## src/hw/rtl/eulr_pkg.sv

```systemverilog
package eulr_pkg;

  localparam int COEF_FRAC_BITS_DEF = 16;
  localparam int COMPONENT_BITS_DEF = 16;

  // fixed-point format of the coefficient sequencer
  localparam int WORK_BITS = 30;
  localparam int ANG_FRAC  = 14;
  localparam int RW        = 34;
  localparam int MW        = 33;
  localparam int PW        = 2 * MW;
  localparam int RECIP_SH  = 32;
  localparam int NUM_ANG   = 3;
  localparam int NUM_COEF  = 9;
  localparam int NUM_RF    = 14;

  localparam logic signed [MW-1:0] PI_Q29 = 33'sd1686629713;

  // program layout: phases 0..2 run sin/cos of one angle, phase 3 the matrix
  localparam logic [1:0] PH_MAT   = 2'd3;
  localparam logic [4:0] ANG_LAST = 5'd20;
  localparam logic [4:0] MAT_LAST = 5'd22;

  typedef logic [1:0] reg_addr_t;
  localparam reg_addr_t REG_ANG_X = 2'd0;
  localparam reg_addr_t REG_ANG_Y = 2'd1;
  localparam reg_addr_t REG_ANG_Z = 2'd2;

  typedef enum logic [1:0] {SQ_IDLE, SQ_RD, SQ_MU, SQ_WB} seq_state_t;

  typedef enum logic [2:0] {OP_ANG, OP_MUL, OP_DIV, OP_QSIN, OP_QCOS, OP_COEF} op_kind_t;

  typedef enum logic [3:0] {
    R_X, R_X2, R_T, R_S, R_C, R_SX, R_CX, R_SY, R_CY, R_SZ, R_CZ, R_A, R_B, R_M
  } rf_idx_t;

  typedef struct packed {
    op_kind_t    kind;
    rf_idx_t     a;
    rf_idx_t     b;
    rf_idx_t     dst;
    logic [3:0]  cidx;
    logic [6:0]  div;
    logic [31:0] recip;
    logic        neg;
    logic        acc;
  } uop_t;

  function automatic uop_t mk(input op_kind_t k, input rf_idx_t a, input rf_idx_t b,
                              input rf_idx_t d);
    uop_t u;
    u.kind  = k;
    u.a     = a;
    u.b     = b;
    u.dst   = d;
    u.cidx  = 4'd0;
    u.div   = 7'd1;
    u.recip = 32'd0;
    u.neg   = 1'b0;
    u.acc   = 1'b0;
    return u;
  endfunction

  // dst = 1.0 - floor(src / div), recip = floor(2^32 / div)
  function automatic uop_t dv(input rf_idx_t s, input rf_idx_t d, input logic [6:0] div,
                              input logic [31:0] recip);
    uop_t u;
    u       = mk(OP_DIV, s, s, d);
    u.div   = div;
    u.recip = recip;
    return u;
  endfunction

  function automatic uop_t mm(input rf_idx_t a, input rf_idx_t b, input logic neg,
                              input logic acc);
    uop_t u;
    u     = mk(OP_MUL, a, b, R_M);
    u.neg = neg;
    u.acc = acc;
    return u;
  endfunction

  function automatic uop_t cf(input rf_idx_t s, input logic [3:0] idx, input logic neg);
    uop_t u;
    u      = mk(OP_COEF, s, s, R_M);
    u.cidx = idx;
    u.neg  = neg;
    return u;
  endfunction

  function automatic uop_t seq_uop(input logic [1:0] ph, input logic [4:0] st);
    uop_t    u;
    rf_idx_t sd;
    rf_idx_t cd;
    u = mk(OP_MUL, R_X, R_X, R_X);
    unique case (ph)
      2'd0: begin sd = R_SX; cd = R_CX; end
      2'd1: begin sd = R_SY; cd = R_CY; end
      default: begin sd = R_SZ; cd = R_CZ; end
    endcase
    if (ph != PH_MAT) begin
      unique case (st)
        5'd0:  u = mk(OP_ANG, R_X, R_X, R_X);
        5'd1:  u = mk(OP_MUL, R_X, R_X, R_X2);
        5'd2:  u = dv(R_X2, R_T, 7'd72, 32'd59652323);
        5'd3:  u = mk(OP_MUL, R_X2, R_T, R_T);
        5'd4:  u = dv(R_T, R_T, 7'd42, 32'd102261126);
        5'd5:  u = mk(OP_MUL, R_X2, R_T, R_T);
        5'd6:  u = dv(R_T, R_T, 7'd20, 32'd214748364);
        5'd7:  u = mk(OP_MUL, R_X2, R_T, R_T);
        5'd8:  u = dv(R_T, R_T, 7'd6, 32'd715827882);
        5'd9:  u = mk(OP_MUL, R_X, R_T, R_S);
        5'd10: u = dv(R_X2, R_T, 7'd90, 32'd47721858);
        5'd11: u = mk(OP_MUL, R_X2, R_T, R_T);
        5'd12: u = dv(R_T, R_T, 7'd56, 32'd76695844);
        5'd13: u = mk(OP_MUL, R_X2, R_T, R_T);
        5'd14: u = dv(R_T, R_T, 7'd30, 32'd143165576);
        5'd15: u = mk(OP_MUL, R_X2, R_T, R_T);
        5'd16: u = dv(R_T, R_T, 7'd12, 32'd357913941);
        5'd17: u = mk(OP_MUL, R_X2, R_T, R_T);
        5'd18: u = dv(R_T, R_C, 7'd2, 32'd2147483648);
        5'd19: u = mk(OP_QSIN, R_S, R_C, sd);
        5'd20: u = mk(OP_QCOS, R_S, R_C, cd);
        default: u = mk(OP_MUL, R_X, R_X, R_X);
      endcase
    end else begin
      unique case (st)
        5'd0:  u = mk(OP_MUL, R_CZ, R_SY, R_A);
        5'd1:  u = mk(OP_MUL, R_SZ, R_SY, R_B);
        5'd2:  u = mm(R_CZ, R_CY, 1'b0, 1'b0);
        5'd3:  u = cf(R_M, 4'd0, 1'b0);
        5'd4:  u = mm(R_SZ, R_CX, 1'b1, 1'b0);
        5'd5:  u = mm(R_A, R_SX, 1'b0, 1'b1);
        5'd6:  u = cf(R_M, 4'd1, 1'b0);
        5'd7:  u = mm(R_SZ, R_SX, 1'b0, 1'b0);
        5'd8:  u = mm(R_A, R_CX, 1'b0, 1'b1);
        5'd9:  u = cf(R_M, 4'd2, 1'b0);
        5'd10: u = mm(R_SZ, R_CY, 1'b0, 1'b0);
        5'd11: u = cf(R_M, 4'd3, 1'b0);
        5'd12: u = mm(R_CZ, R_CX, 1'b0, 1'b0);
        5'd13: u = mm(R_B, R_SX, 1'b0, 1'b1);
        5'd14: u = cf(R_M, 4'd4, 1'b0);
        5'd15: u = mm(R_CZ, R_SX, 1'b1, 1'b0);
        5'd16: u = mm(R_B, R_CX, 1'b0, 1'b1);
        5'd17: u = cf(R_M, 4'd5, 1'b0);
        5'd18: u = cf(R_SY, 4'd6, 1'b1);
        5'd19: u = mm(R_CY, R_SX, 1'b0, 1'b0);
        5'd20: u = cf(R_M, 4'd7, 1'b0);
        5'd21: u = mm(R_CY, R_CX, 1'b0, 1'b0);
        5'd22: u = cf(R_M, 4'd8, 1'b0);
        default: u = mk(OP_MUL, R_X, R_X, R_X);
      endcase
    end
    return u;
  endfunction

endpackage

```

## src/hw/rtl/eulr_lane.sv

```systemverilog
module eulr_lane import eulr_pkg::*; #(
  parameter int COEF_FRAC_BITS = COEF_FRAC_BITS_DEF,
  parameter int COMPONENT_BITS = COMPONENT_BITS_DEF
) (
  input  logic                                 clk,
  input  logic                                 ld,
  input  logic [3*(COEF_FRAC_BITS+2)-1:0]      coef_row,
  input  logic [2:0][COMPONENT_BITS-1:0]       vec,
  output logic signed [COMPONENT_BITS:0]       res
);

  localparam int CW  = COEF_FRAC_BITS + 2;
  localparam int PRW = CW + COMPONENT_BITS;
  localparam int SW  = PRW + 2;
  localparam logic signed [SW-1:0] HALF = SW'(64'sd1 << (COEF_FRAC_BITS - 1));
  localparam logic signed [SW-1:0] HI   = SW'((64'sd1 << COMPONENT_BITS) - 1);
  localparam logic signed [SW-1:0] LO   = -SW'(64'sd1 << COMPONENT_BITS);

  logic signed [PRW-1:0] prod_r [3];
  logic signed [SW-1:0]  sum, rnd;

  always_ff @(posedge clk) begin
    if (ld) begin
      for (int j = 0; j < 3; j++) begin
        prod_r[j] <= $signed(coef_row[j*CW +: CW]) * $signed(vec[j]);
      end
    end
  end

  always_comb begin
    sum = SW'(prod_r[0]) + SW'(prod_r[1]) + SW'(prod_r[2]);
    rnd = (sum + HALF) >>> COEF_FRAC_BITS;
    if (rnd > HI) begin
      rnd = HI;
    end else if (rnd < LO) begin
      rnd = LO;
    end
    res = rnd[COMPONENT_BITS:0];
  end

endmodule

```

## config.mk

```make
export PLATFORM = sky130hd
export DESIGN_NAME = eulr_lane
export DESIGN_NICKNAME = d
export VERILOG_FILES = /design/src/hw/rtl/eulr_pkg.sv /design/src/hw/rtl/eulr_lane.sv
export SDC_FILE = /design/constraint.sdc
export NUM_CORES = 2
export LEC_CHECK = 0
export ABC_AREA = 1
export CAP_MARGIN = 25
export CORE_MARGIN = 2
export CORE_UTILIZATION = 45
export CTS_CLUSTER_SIZE = 12
export DETAILED_ROUTE_END_ITERATION = 10
export DONT_BUFFER_PORTS = 1
export SLEW_MARGIN = 20
export SYNTH_ARGS = -nofsm -noshare
export SYNTH_HDL_FRONTEND = slang
export SYNTH_SLANG_ARGS = --single-unit
```

## constraint.sdc

```tcl
create_clock -name clk -period 8.9 [get_ports clk]
set_clock_uncertainty 0.15 [all_clocks]
set_input_delay 1.78 -clock clk [delete_from_list [all_inputs] [get_ports clk]]
set_output_delay 1.78 -clock clk [all_outputs]
set_load 0.05 [all_outputs]
```

==> flow_metrics.env <==
export IMPL_synth_seq_area_share=0.0771
export IMPL_portBuffers=0
export IMPL_regMostFlops="prod_r"
export IMPL_crit_arrival_ns=7.52
export IMPL_final_nets=5980
export IMPL_cpMostUsedCell="fa_1"
export IMPL_crit_fanout=19
export IMPL_synth_nets=6154
export IMPL_min_to="prod_r[0][9]"
export IMPL_seq_area_mm2=0.00306
export IMPL_htreeDepth=3
export IMPL_slew_violations=0
export IMPL_synthAdderAreaFrac=0.557
export IMPL_timing_final_hold_violations=0
export IMPL_synth_largest_area_cell="fa_1"
export IMPL_synth_seq_cells=102
export IMPL_synthMuxAreaShare=0
export IMPL_min_from="ld"
export IMPL_synth_top_family_by_area="adder cells"
export IMPL_crit_chain="clkinv_1 > or2_2 > fa_1 > fa_1 > inv_1 > fa_1 > fa_1 > fa_1 > inv_1 > fa_1 > inv_1 > ha_1 > nand2_1 > nor2_1 > nand4_1 > o21ai_1 > a21oi_1 > o21bai_1 > nand2_1 > nand3_1 > nand2_1"
export IMPL_rsz0062_at_grt="no"
export IMPL_gp_congestion=0.868
export IMPL_drt_wirelength_per_cell_um=16.1
export IMPL_synth_top_area_share=0.455
export IMPL_startpoint_type="primary input"
export IMPL_max_slew_margin_rel=0.518
export IMPL_path_delay_family="adder cells"
export IMPL_largest_reg_flops=102
export IMPL_rows=108
export IMPL_die_y_um=301
export IMPL_numClockSinks=102
export IMPL_synth_xor_area_share=0.0278
export IMPL_synth_area_leaders="fa_1, inv_1, nand2_1, ha_1, edfxtp_1"
export IMPL_grt_max_degree=103
export IMPL_tns_ns=0
export IMPL_numCtsBuffers=9
export IMPL_final_core_util=0.468
export IMPL_ys_warn_count=0
export IMPL_io_pins=121
export IMPL_grt_util_all_layers=0.218
export IMPL_synth_area_mm2=0.0397
export IMPL_yosysMostFrequentCell="inv_1"
export IMPL_status="completed"
export IMPL_antenna_left=0
export IMPL_synth_avg_cell_area_um2=8.24
export IMPL_tightest_slew_ns=0.719
export IMPL_synth_enable_flop_cells=102
export IMPL_synth_cells=4823
export IMPL_hold_path_class="in2reg"
export IMPL_fmax_ghz=0.133
export IMPL_holdBufCountCts=0
export IMPL_cp_required_ns=8.89
export IMPL_synth_compound_area_frac=0.0422
export IMPL_max_stage_delay_ns=0.55
export IMPL_clk_pin_slew_ns=0.08
export IMPL_synth_main_ff_cell="edfxtp_1"
export IMPL_reg_top3="prod_r (102)"
export IMPL_holdWs_ns=1.41
export IMPL_worstSetupEndpointType="register"
export IMPL_path_class="in2reg"
export IMPL_multi_input_area_mm2=0.0304
export IMPL_area_growth_pct=2.67
export IMPL_overflow=0
export IMPL_post_cts_buffers=0
export IMPL_drt_initial_drc_count=1734
export IMPL_cap_violations=0
export IMPL_grt_pass1_vias=30000
export IMPL_cts_root_buf="clkbuf_16"
export IMPL_num_vias=28400
export IMPL_dp_hpwl_um=80200
export IMPL_first_pass_iters=7
export IMPL_cp_slowest_cell="or2_2"
export IMPL_fillers=8631
export IMPL_drt_total_wl_um=93800
export IMPL_grt_pass1_wl_um=159000
export IMPL_synth_simple_area_share=0.138
export IMPL_layout_min_cycle_time_ns=7.53
export IMPL_clock_path_buffers=2
export IMPL_drt_drc_violations_left=0
export IMPL_stdcell_count=5809
export IMPL_grt_antenna_before_repair=0
export IMPL_core_mm2=0.0872
export IMPL_path_buf_inv=4
export IMPL_setup_viol=0
export IMPL_dpl_cell_count=5793
export IMPL_drive_gt1_frac=0.0120
export IMPL_async_reset_ff_frac=0
export IMPL_hold_depth=0
export IMPL_cts_resized=0
export IMPL_die_w_um=301
export IMPL_fin_crit_sh=0.846
export IMPL_cts_tree="built"
export IMPL_post_drt_via_cell_ratio=4.89
export IMPL_initial_utilization=0.456
export IMPL_synth_cell_types=47
export IMPL_die_area_mm2=0.0907
export IMPL_diodes=0
export IMPL_yosys_top_cells_count="inv_1, nand2_1, fa_1"
==> area by class of cell <==
type                    instances  area share
clock buffers                   9     0.00552
inverters                    1486       0.137
clock inverters                 7     0.00239
flip-flops and latches        102      0.0751
multi-input cells            3048       0.745
well taps                    1155      0.0354
repair buffers                  2    0.000368
==> per-stage QoR <==
step                      cell area (um^2)  setup slack [ns]
final                                40800              1.37
after global routing                 40800              1.06
after CTS                            40800              1.31
after detailed placement             40500             0.915
after global placement               40500             0.976
after floorplan                      39700              1.53
==> layer usage <==
metal  routed length, um  vias up  share of wire  global-route usage
met1               43400    14300           0.46               0.322
met3                5150       78          0.055              0.0260
met5                   0        -              0                   0
met4                1020        0          0.011              0.0261
met2               44200      667           0.47               0.356
li1                    -    13300              -                   -
==> worst max path at each step <==
stage,startpoint,cells after the start,slack (ns),endpoint
after global routing,vec[47],21,1.06,prod_r[0][97]
final,vec[47],21,1.37,prod_r[0][97]
after floorplan,vec[5],19,1.53,prod_r[0][30]
after global placement,vec[47],21,0.98,prod_r[0][97]
after detailed placement,vec[47],21,0.92,prod_r[0][97]
after CTS,vec[47],21,1.31,prod_r[0][97]
==> cells in the final DEF (no fill, tap or decap), types with 4 or more instances in the layout <==
master,instances
a21o_1,21
a21oi_1,158
clkbuf_16,9
edfxtp_1,102
fa_1,903
ha_1,324
inv_1,1482
inv_6,4
nand2_1,1125
nand2_2,11
nand3_1,47
nand4_1,8
nor2_1,166
nor3_1,13
nor4_1,6
o21a_1,7
o21ai_0,71
o21ai_1,7
o21bai_1,9
o221ai_1,4
or2_2,13
xnor2_1,54
xor2_1,72
==> cells by family (layout without fill, tap and decap cells) <==
logic type,after synthesis,in the layout
buf+inv,1673,1504
simple gates,1397,1397
fa+ha+maj,1227,1227
xor+xnor,126,126
flops,102,102
compound gates,298,298
Power is not shown: default switching activity piles up to over one toggle a cycle in this logic, so the estimate is an artifact.
